<file path="src/sv/wcsc_pkg.sv">
// ----------------------------------------------------------------------------
// Wi-Fi credential checker package
// Shared constants, types and the name prefix table.
// ----------------------------------------------------------------------------
package wcsc_pkg;

  // Field layout and limits
  localparam int unsigned CountW       = 9;
  localparam logic [8:0]  CountMax     = 9'd511;
  localparam logic [7:0]  CapReset     = 8'd65;
  localparam logic [7:0]  PrintLow     = 8'd32;
  localparam logic [7:0]  DelCode      = 8'd127;
  localparam logic [7:0]  PassMinLen   = 8'd8;
  localparam logic [7:0]  PassMaxLen   = 8'd64;
  localparam logic [7:0]  NameMinLen   = 8'd11;
  localparam logic [7:0]  NameMaxLen   = 8'd32;
  localparam logic [8:0]  PrefixFirst  = 9'd2;
  localparam logic [8:0]  PrefixLast   = 9'd12;

  // Mode codes
  localparam logic MODE_NAME = 1'b0;
  localparam logic MODE_PASS = 1'b1;

  // Per-byte classification handed to the field tracker
  typedef struct packed {
    logic unprintable;
    logic non_hex;
    logic prefix_miss;
  } byte_class_t;

  // Result of one field
  typedef struct packed {
    logic       accepted;
    logic [7:0] string_length;
  } verdict_t;

  // Lower-case name prefix, one character per slot
  function automatic logic [7:0] prefix_char(input logic [3:0] slot);
    logic [7:0] c;
    unique case (slot)
      4'd0:    c = 8'h6f;
      4'd1:    c = 8'h73;
      4'd2:    c = 8'h6d;
      4'd3:    c = 8'h6f;
      4'd4:    c = 8'h70;
      4'd5:    c = 8'h6f;
      4'd6:    c = 8'h63;
      4'd7:    c = 8'h6b;
      4'd8:    c = 8'h65;
      4'd9:    c = 8'h74;
      4'd10:   c = 8'h33;
      default: c = 8'h00;
    endcase
    return c;
  endfunction

endpackage

</file>
<file path="src/sv/wcsc_byte_class.sv">
// ----------------------------------------------------------------------------
// Byte classifier
// Flags a string byte as unprintable, non-hex or differing from the prefix.
// ----------------------------------------------------------------------------
module wcsc_byte_class (
  input  logic [7:0]                      data_byte,
  input  logic [wcsc_pkg::CountW-1:0]     byte_count,
  output wcsc_pkg::byte_class_t           cls
);

  logic [7:0]                  folded;
  logic [wcsc_pkg::CountW-1:0] slot_full;
  logic                        in_window;
  logic                        is_hex;

  // Fold upper case to lower case
  assign folded = (data_byte >= 8'h41 && data_byte <= 8'h5a) ? data_byte + 8'd32 : data_byte;

  assign slot_full = byte_count - wcsc_pkg::PrefixFirst;
  assign in_window = (byte_count >= wcsc_pkg::PrefixFirst) &&
                     (byte_count <= wcsc_pkg::PrefixLast);

  assign is_hex = (data_byte >= 8'h30 && data_byte <= 8'h39) ||
                  (data_byte >= 8'h61 && data_byte <= 8'h66) ||
                  (data_byte >= 8'h41 && data_byte <= 8'h46);

  // Classify the current beat
  assign cls.unprintable = (data_byte < wcsc_pkg::PrintLow) || (data_byte == wcsc_pkg::DelCode);
  assign cls.non_hex     = !is_hex;
  assign cls.prefix_miss = in_window && (folded != wcsc_pkg::prefix_char(slot_full[3:0]));

endmodule

</file>
<file path="src/sv/wcsc_field_tracker.sv">
// ----------------------------------------------------------------------------
// Field tracker
// Holds per-field state and forms the verdict on the final byte.
// ----------------------------------------------------------------------------
module wcsc_field_tracker (
  input  logic                  clk,
  input  logic                  rst,
  input  logic                  beat,
  input  logic [7:0]            data_byte,
  input  logic                  mode,
  input  logic                  last,
  input  logic [7:0]            capacity,
  output wcsc_pkg::verdict_t    verdict
);

  logic [wcsc_pkg::CountW-1:0] byte_count;
  logic [7:0]                  declared_length;
  logic                        held_mode;
  logic                        header_bad;
  logic                        unprintable_seen;
  logic                        non_hex_seen;
  logic                        prefix_mismatch;

  logic [wcsc_pkg::CountW-1:0] byte_count_next;
  logic [7:0]                  declared_length_next;
  logic                        held_mode_next;
  logic                        header_bad_next;
  logic                        unprintable_seen_next;
  logic                        non_hex_seen_next;
  logic                        prefix_mismatch_next;

  wcsc_pkg::byte_class_t       cls;
  logic                        first_byte;
  logic                        len_byte;
  logic [8:0]                  len_plus2;
  logic                        ok_common;
  logic                        ok_pass;
  logic                        ok_name;

  wcsc_byte_class u_class (
    .data_byte  (data_byte),
    .byte_count (byte_count),
    .cls        (cls)
  );

  assign first_byte = (byte_count == '0);
  assign len_byte   = (byte_count == 9'd1);

  // Next field state including the current beat
  always_comb begin
    byte_count_next       = (byte_count < wcsc_pkg::CountMax) ? byte_count + 9'd1 : byte_count;
    declared_length_next  = declared_length;
    held_mode_next        = held_mode;
    header_bad_next       = header_bad;
    unprintable_seen_next = unprintable_seen;
    non_hex_seen_next     = non_hex_seen;
    prefix_mismatch_next  = prefix_mismatch;
    if (first_byte) begin
      declared_length_next  = 8'd0;
      held_mode_next        = mode;
      header_bad_next       = (data_byte != 8'd0);
      unprintable_seen_next = 1'b0;
      non_hex_seen_next     = 1'b0;
      prefix_mismatch_next  = 1'b0;
    end else if (len_byte) begin
      declared_length_next  = data_byte;
    end else begin
      unprintable_seen_next = unprintable_seen | cls.unprintable;
      non_hex_seen_next     = non_hex_seen | cls.non_hex;
      prefix_mismatch_next  = prefix_mismatch | cls.prefix_miss;
    end
  end

  // Judge the field as it stands after this beat
  assign len_plus2 = {1'b0, declared_length_next} + 9'd2;
  assign ok_common = (byte_count_next >= 9'd2) && !header_bad_next &&
                     (byte_count_next == len_plus2) &&
                     (capacity > declared_length_next) && !unprintable_seen_next;
  assign ok_pass   = (declared_length_next >= wcsc_pkg::PassMinLen) &&
                     (declared_length_next <= wcsc_pkg::PassMaxLen) &&
                     !((declared_length_next == wcsc_pkg::PassMaxLen) && non_hex_seen_next);
  assign ok_name   = (declared_length_next >= wcsc_pkg::NameMinLen) &&
                     (declared_length_next <= wcsc_pkg::NameMaxLen) && !prefix_mismatch_next;

  assign verdict.accepted      = ok_common &&
                                 ((held_mode_next == wcsc_pkg::MODE_PASS) ? ok_pass : ok_name);
  assign verdict.string_length = declared_length_next;

  // Advance on each beat; drop back to a fresh field after the last byte
  always_ff @(posedge clk) begin
    if (rst || (beat && last)) begin
      byte_count       <= '0;
      declared_length  <= 8'd0;
      held_mode        <= 1'b0;
      header_bad       <= 1'b0;
      unprintable_seen <= 1'b0;
      non_hex_seen     <= 1'b0;
      prefix_mismatch  <= 1'b0;
    end else if (beat) begin
      byte_count       <= byte_count_next;
      declared_length  <= declared_length_next;
      held_mode        <= held_mode_next;
      header_bad       <= header_bad_next;
      unprintable_seen <= unprintable_seen_next;
      non_hex_seen     <= non_hex_seen_next;
      prefix_mismatch  <= prefix_mismatch_next;
    end
  end

endmodule

</file>
<file path="config.mk">
export PLATFORM = sky130hd
export DESIGN_NAME = wcsc_field_tracker
export DESIGN_NICKNAME = d
export VERILOG_FILES = /design/src/sv/wcsc_pkg.sv /design/src/sv/wcsc_byte_class.sv /design/src/sv/wcsc_field_tracker.sv
export SDC_FILE = /design/constraint.sdc
export NUM_CORES = 1
export LEC_CHECK = 0
export ABC_AREA = 1
export BUFFER_PORTS_ARGS = -buffer_cell sky130_fd_sc_hd__buf_4
export CAP_MARGIN = 20
export CORE_AREA = 5 5 66 97
export CTS_CLUSTER_DIAMETER = 50
export CTS_CLUSTER_SIZE = 40
export DETAILED_ROUTE_END_ITERATION = 6
export DIE_AREA = 0 0 71 102
export GPL_ROUTABILITY_DRIVEN = 0
export PLACE_DENSITY = 0.75
export SYNTH_ARGS = -nofsm -noshare
export SYNTH_HDL_FRONTEND = slang
export SYNTH_HIERARCHICAL = 1
export SYNTH_SLANG_ARGS = --single-unit
export TNS_END_PERCENT = 20
</file>
<file path="constraint.sdc">
create_clock -name clk -period 6.2 [get_ports clk]
set_input_delay 0 -clock clk [delete_from_list [all_inputs] [get_ports clk]]
set_output_delay 0 -clock clk [all_outputs]
set_load 0.05 [all_outputs]
</file>
* Yosys cells after proc, flatten, opt, wreduce, memory -nomap -nowiden
Memories as Yosys holds them, arrays and structs flattened.
Index checks and enable logic that the tools add are counted.
** Word-level totals
- Bits in registers :: 22
- Memory bits (read-only) :: 112
- Bits of input ports :: 21
- Output and inout bits :: 9
- Word-level logic and storage cells :: 78
- Memories :: 1
** Memory list
- (no name shown) :: depth 16, bits a word 7, read ports 1, clocked after Yosys merged registers in 0, write ports 0, RTL line wcsc_pkg.sv:40 : unique case (slot)
** Operators by class
- Add/sub/neg operators :: 4
- Order comparisons :: 17
- Eq/ne operators :: 5
- Mux-type cells :: 13
- Bitwise gates (word level) :: 3
- Reductions and logical operators :: 28
** Operators with widths (count)
- 8-bit by 7-bit <= comparator with 1-bit output, second input constant :: 4
- 8-bit two-way mux :: 3
- 9-bit by 2-bit greater-or-equal comparator with 1-bit output, second input constant :: 2
- 1-bit logical AND :: 17
- 8-bit by 7-bit == test with 1-bit output, second input constant :: 2
- 8-bit by 4-bit greater-or-equal comparator with 1-bit output, second input constant :: 2
- 8-bit by 7-bit greater-or-equal comparator with 1-bit output, second input constant :: 2
- 8-bit by 6-bit <= comparator with 1-bit output, second input constant :: 2
- 8-bit by 2-bit adder with 9-bit output, second input constant :: 1
- 9-bit by 1-bit adder with 9-bit output, second input constant :: 1
- 9-bit by 1-bit == test with 1-bit output, second input constant :: 1
- 9-bit == test :: 1
- 9-bit by 4-bit <= comparator with 1-bit output, second input constant :: 1
- 9-bit zero test :: 1
- 9-bit less-than comparator, second input constant :: 1
- 1-bit two-way mux :: 9
- 9-bit two-way mux :: 1
- 8-bit by 6-bit adder with 8-bit output, second input constant :: 1
- 8-bit by 6-bit greater-or-equal comparator with 1-bit output, second input constant :: 1
- 8-bit > comparator :: 1
- 8-bit by 6-bit less-than comparator with 1-bit output, second input constant :: 1
- 8-bit != test :: 1
- 8-bit nonzero test :: 1
- 1-bit zero test :: 5
- other kinds (3) :: 8

* Depth between registers and ports, before layout
Gate-level depths: netlist of the first run.
- Word-level depth :: 13
- Gate-level depth with buffers :: 21
- Gate-level depth less buffers :: 21

* Cells and area by module
The synthesis of the first run kept the hierarchy.
** By module, submodules not included
- wcsc_field_tracker :: times used 1, cells an instance 365, area an instance 2180.8 um^2, sequential area each 440.4 um^2
- wcsc_byte_class :: times used 1, cells an instance 152, area an instance 799.5 um^2, sequential area each 0.0 um^2

* Worst setup path before layout of the first run
No wires, ideal clock.
- Kind :: register to output
- From :: reg byte_count[0] (netlist bit)
- To :: out verdict[8] (netlist bit)
- Arrival :: 3794 ps
- Slack :: 2406 ps
- Cell stages (with the launch flop) :: 19
- Path buffers :: 0
- Path through :: dfxtp_1 > inv_1 > ha_1 > nand2_1 > nor2_1 > nand2_4 > nand2_1 > nor2_1 > inv_1 > ha_1 > nand2_1 > o21a_1 > o21ai_0 > nand2_1 > nor2_1 > nand3_1 > nor3_2 > nand3_1 > nor2_1
** RTL lines
- from (decl) :: RTL line wcsc_field_tracker.sv:16 : logic [wcsc_pkg::CountW-1:0] byte_count;
- from (signal assigned) :: RTL line wcsc_field_tracker.sv:100 : byte_count <= byte_count_next;
- to (decl) :: RTL line wcsc_field_tracker.sv:13 : output wcsc_pkg::verdict_t verdict

==> out/qor.csv, run 1 <==
stage,metric,value,unit
worst_setup_path,crit_path_end_kind,output pin,
routing,drc,0,
synthesis,ys_async_sr_fraction,0,
synthesis,synth_top_area_share,0.179,
floorplanning,die_y,102,microns
synthesis,yosysWarningCount,6,
finish,final_common_cell,nand2_1,
worst_setup_path,crit_type,flip-flop to output pin,
finish,nets,590,
routing,wl_per_cell,13.4,microns
clock_tree,cts_setup_buffers,0,
clock_tree,cts.sink_count,22,
clock_tree,clockRootBuffer,clkbuf_8,
outcome,run_status,finished clean,
finish,antenna_cells,0,
worst_setup_path,critPathArrivalTime,3.57,ns
floorplanning,die_area,7240,sq um
timing,slew_headroom,0.626,
worst_setup_path,path_max_fanout,10,
synthesis,ys_seq_area_frac,0.148,
timing,worst_pin_slew,0.561,ns
power_and_ir_drop,ir_drop,0.112,mV
synthesis,synth_area_leaders,"nand2_1, dfxtp_1, ha_1",
global_routing,grt_pass1_vias,3156,
synthesis,synth-edff-count,0,
timing,finalHoldViolations,0,
global_routing,grt_overflow_total,0,
clock_tree,clockBufferDepth,2,
finish,layout_common_cells,"nand2_1, inv_1, nand3_1, nor2_1, o21ai_0",
synthesis,synth.distinct_cells,37,
placement,place_hpwl,6.61,mm
timing,setup_viol,0,
global_routing,grt_pass1_wl,13.9,mm
routing,drt_iter0_drc,252,
hold_path,min_path_type,input port to flip-flop,
synthesis,syn_area_per_cell,5.76,sq um
clock_tree,worstSkewPairLatency,0.27,ns
finish,drive_gt1_frac,0.144,
synthesis,ys.flop_type,dfxtp_1,
routing,drt-vias-per-instance,5.37,
power_and_ir_drop,power_density,159,nW/um^2
floorplanning,fp-row-count,33,
global_routing,grt_max_degree,25,
clock_tree,htree_levels,1,
global_routing,antenna_found_initial,0,
timing,skew,0.0109,ns
placement,numPortBuffers,29,
timing,fin_setup_tns,0,ns
synthesis,synth_area,2980,sq um
timing,post-route-min-period,3.57,ns
synthesis,syn_nets,563,
clock_tree,ctsResizeCount,0,
clock_tree,numCtsBuffers,3,
routing,drtAntennaViolNets,0,
power_and_ir_drop,p_leak,1.71,nW
timing,post-route-worst-setup-slack,2.63,ns
placement,place_ws,2.98,ns
synthesis,synth-seq-cells,22,
clock_tree,clk_pin_slew_worst_paths,0.08,ns
timing,slew_violations,0,
worst_setup_path,required,6.20,ns
floorplanning,start_util,0.547,
clock_tree,cts-hold-fix-buffers,0,
worst_setup_path,cp-start-kind,flip-flop,
floorplanning,pin_count,30,
routing,vias,3285,
global_routing,grt_usage,0.233,
run,maxCapViolations,0,
floorplanning,design.core.area,5450,sq um
finish,area_growth,10.2,%
timing,min_period_over_period,0.575,
clock_tree,cts_tree,done,
synthesis,synth_top_cell_by_area,nand2_1,
synthesis,netlist_instances,517,
timing,rsz0062_at_grt,false,
timing,max_freq,280,MHz
routing,drt_wl_total,8.23,mm
finish,num-fill-cells,588,
floorplanning,die_width,71,microns
routing,dr.pass1.iters,5,
[routing by layer]
| layer | global-route usage | part of all wire | vias up |
|---|---|---|---|
| li1 | - | - | 1708 |
| met1 | 0.262 | 0.40 | 1447 |
| met2 | 0.437 | 0.51 | 107 |
| met3 | 0.0207 | 0.046 | 23 |
| met4 | 0.107 | 0.041 | 0 |
| met5 | 0 | 0 | - |
[report_power, final]
group	internal [mW]	total, mW	leakage [nW]	switching, mW
Combinational	0.0890	0.273	1.51	0.184
Clock	0.0435	0.0914	0.0216	0.0478
Sequential	0.150	0.159	0.181	0.00957
[cells by family (layout without fill, tap and decap cells)]
logic type	count (synthesis)	after routing	synth area share
and+or+nand+nor	306	306	0.487
buffers and inverters	89	114	0.119
AOI/OAI and AO/OA	72	72	0.132
adders and majority gates	25	25	0.105
DFF	22	22	0.148
xor gates and xnor gates	3	3	0.00882
[worst max-delay path, stage by stage, from the launching register on]
cell and delay [ns]:
dfxtp_1 0.53, inv_1 0.15, ha_1 0.26, nand2_1 0.07
nor2_1 0.06, nand2_4 0.17, nand2_1 0.07, nor2_1 0.29
inv_1 0.15, ha_1 0.29, nand2_1 0.07, o21a_1 0.19
o21ai_0 0.16, nand2_1 0.07, nor2_1 0.14, nand3_1 0.10
nor3_2 0.12, nand3_1 0.09, nor2_1 0.09, buf_4 0.20
[cell type report]
cell class                 count  area, sq um  share of cell area
clock buffer                   3         41.3              0.0126
inverter                      81          305              0.0930
multi-input combinational    406         2180               0.665
sequential                    22          440               0.134
tap                           70         87.6              0.0267
timing repair buffer          30          225              0.0686
[registers in the layout, indices dropped and copies added (netlist names)]
register and cells:
held_mode 1, declared_length 8, non_hex_seen 1, unprintable_seen 1, header_bad 1, prefix_mismatch 1, byte_count 9
[final timing paths]
check                                  start                            to  slack [ns]  cells after the start
setup / recovery  byte_count[0]$_SDFFE_PP0P_                    verdict[8]        2.63                     19
hold / removal                          beat    byte_count[8]$_SDFFE_PP0P_        0.09                      2
setup reg to reg  byte_count[1]$_SDFFE_PP0P_  prefix_mismatch$_SDFFE_PP0P_        3.69                     16
hold reg to reg      header_bad$_SDFFE_PP0P_       header_bad$_SDFFE_PP0P_        0.49                      2
[metrics by stage]
stage	hold slack [ns]	power (mW)	std cells	instance area, sq um	utilization
6_report	0.0888	0.524	612	3280	0.603
5_1_grt	0.108	0.563	612	3280	0.603
4_1_cts	0.0919	0.520	612	3280	0.603
3_5_place_dp	0.377	0.431	609	3240	0.595
3_3_place_gp	0.367	0.427	609	3240	0.595
2_1_floorplan	0.190	0.363	517	2980	-
[synth_stat cells, drive strengths merged (2+ instances only)]
cell    count
a21oi      32
buf         3
clkbuf      5
clkinv      3
dfxtp      22
ha         25
inv        78
nand2     159
nand3      67
nand3b      2
nand4       9
nor2       60
nor3        8
o21a        3
o21ai      34
xor2        2
No activity file was read; power rests on OpenSTA's default activity.
==> run 2, diff against run 1 <==
clock period = 3.47 ns   (was 6.2 ns; I/O delays follow)
==> run 2 against run 1 <==
  * Final cell count is 1.3% higher
  * Sequential cell count stayed put
  * Non-clock buffer count rose by 7
  * Clock power rose by 110%
  * Sequential power grew 79%
  * Critical path type unchanged
  * Global-route usage down 0.56 points
  * Power is 89% higher
  * Count of clock-buffer cells in the layout grew 1
  * Via count is 4.7% higher
  * Sequential share of layout area is 0.19 points lower
  * Routed wire length decreased by 0.56%
==> out/qor.csv, run 2 (synthesized netlist as in run 1, its figures left out) <==
stage,metric,value,unit,change
timing,setup_viol,0,,unchanged
global_routing,grt_overflow_total,0,,unchanged
finish,area_growth,14.0,%,
timing,max_freq,307,MHz,
global_routing,antenna_found_initial,0,,unchanged
global_routing,grt_usage,0.227,,-0.00564
finish,top_register,byte_count,,
finish,nets,597,,+1.2%
power_and_ir_drop,power_density,291,nW/um^2,+83%
clock_tree,cts_tree,done,,
worst_setup_path,r2r_cells,14,,-2
routing,drt_wl_total,8.18,mm,-0.56%
global_routing,grt_pass1_wl,13.5,mm,-2.3%
hold_path,hold_depth,2,,unchanged
clock_tree,cts.sink_count,22,,unchanged
finish,drive_gt1_frac,0.173,,+0.0288
routing,drc,0,,unchanged
routing,dr.pass1.iters,5,,unchanged
floorplanning,die_width,71,microns,unchanged
finish,largest_reg_flops,9,,unchanged
power_and_ir_drop,p_leak,1.75,nW,+2.4%
timing,slew_headroom,0.437,,-0.189
worst_setup_path,regToRegStartpoint,byte_count[0]$_SDFFE_PP0P_,,
worst_setup_path,cp-start-kind,flip-flop,,
timing,min_period_over_period,0.938,,
worst_setup_path,crit_path_end,verdict[8],,
global_routing,grt_max_degree,25,,unchanged
floorplanning,design.core.area,5450,sq um,unchanged
timing,skew,0.00304,ns,-0.00784 ns
clock_tree,clk_pin_slew_worst_paths,0.08,ns,about the same
worst_setup_path,required,3.47,ns,-2.73 ns
timing,post-route-min-period,3.26,ns,
clock_tree,clockBufferDepth,2,,unchanged
floorplanning,fp-row-count,33,,unchanged
floorplanning,die_area,7240,sq um,unchanged
finish,layout_common_cells,"nand2_1, inv_1, nand3_1, nor2_1, buf_4",,
worst_setup_path,path_max_fanout,15,,+5
clock_tree,clockRootBuffer,clkbuf_8,,
routing,vias,3438,,+4.7%
finish,largestRegisters,"byte_count x9, declared_length x8",,
worst_setup_path,crit_path_end_kind,output pin,,
timing,fin_setup_tns,0,ns,unchanged
floorplanning,die_y,102,microns,unchanged
outcome,run_status,finished clean,,
worst_setup_path,worstReg2RegEnd,prefix_mismatch$_SDFFE_PP0P_,,
placement,placed_area,3240,sq um,unchanged
placement,numPortBuffers,29,,unchanged
finish,antenna_cells,0,,unchanged
clock_tree,numCtsBuffers,3,,unchanged
clock_tree,worstSkewPairLatency,0.27,ns,about the same
finish,stdcell_area,3400,sq um,+3.5%
routing,drt-vias-per-instance,5.55,,+3.3%
run,maxCapViolations,0,,unchanged
global_routing,grt_pass1_vias,3186,,+0.95%
routing,drt_iter0_drc,234,,-7.1%
finish,num-fill-cells,567,,-3.6%
timing,slew_violations,0,,unchanged
worst_setup_path,critPathArrivalTime,3.26,ns,-0.31 ns
clock_tree,cts-hold-fix-buffers,0,,unchanged
floorplanning,start_util,0.547,,unchanged
floorplanning,pin_count,30,,unchanged
finish,final_common_cell,nand2_1,,
timing,worst_pin_slew,0.841,ns,+0.281 ns
timing,rsz0062_at_grt,false,,
worst_setup_path,startpoint,byte_count[1]$_SDFFE_PP0P_,,
routing,drtAntennaViolNets,0,,unchanged
worst_setup_path,crit_type,flip-flop to output pin,,
hold_path,min_path_type,input port to flip-flop,,
timing,finalHoldViolations,0,,unchanged
power_and_ir_drop,ir_drop,0.232,mV,+110%
clock_tree,htree_levels,1,,unchanged
routing,wl_per_cell,13.2,microns,-1.8%
worst_setup_path,rrSetupSlack,1.23,ns,-2.46 ns
placement,place_hpwl,6.45,mm,-2.4%
## run 2: cell type report
cell class                      instances  area (sq um)  area share
Multi-Input combinational cell        406          2220       0.654
Sequential cell                        22           449       0.132
Tap cell                               70          87.6      0.0258
Inverter                               81           305      0.0898
Timing Repair Buffer                   37           278      0.0817
Clock buffer                            4          55.1      0.0162
## run 2: through the flow
step	total power, mW	std cells	hold WS (ns)	worst slack (ns)	util
CTS	0.961	612	0.0956	0.00182	0.605
global route	1.07	620	0.107	0.0171	0.624
detailed placement	0.769	608	0.386	0.320	0.595
finish	0.990	620	0.103	0.215	0.624
floorplan	0.651	517	0.190	0.185	-
global placement	0.762	608	0.370	0.348	0.595
## run 2: layer usage
metal  GRT usage  part of all wire  up-vias
li1            -                 -     1729
met1       0.257              0.41     1559
met2       0.424              0.51      121
met3      0.0138             0.040       29
met4       0.117             0.041        0
met5           0                 0        -
## run 2: power by group
part / internal (mW) / leakage [nW] / switching (mW)
logic: 0.180 / 1.54 / 0.333
clock network: 0.101 / 0.0288 / 0.0902
registers: 0.268 / 0.182 / 0.0176
total: 0.549 / 1.75 / 0.441
## run 2: critical path: stages, from the launching register on
cell and delay (ns):
dfxtp_4 0.39, inv_1 0.11, ha_2 0.22, nand2_4 0.07, nor2_8 0.18, nand2_4 0.15, nand2_2 0.11, nand3_2 0.14
ha_1 0.34, nand2_1 0.07, o21a_1 0.18, o21ai_0 0.15, nand2_1 0.07, nor2_1 0.17, nand3_1 0.11, nor3_2 0.12
nand3_1 0.10, nor2_2 0.09, buf_4 0.20
## run 2: worst min-delay path by stage
stage | start | end
finish | beat | byte_count[8]$_SDFFE_PP0P_
global route | beat | byte_count[8]$_SDFFE_PP0P_
CTS | beat | declared_length[4]$_SDFFE_PP0P_
detailed placement | beat | declared_length[4]$_SDFFE_PP0P_
global placement | beat | declared_length[2]$_SDFFE_PP0P_
floorplan | beat | declared_length[0]$_SDFFE_PP0P_
## run 2: what timing repair did
item                                    in CTS  in global routing
setup buffers                                0                  8
resized for setup                            0                 11
endpoints found under the setup margin       0                  1
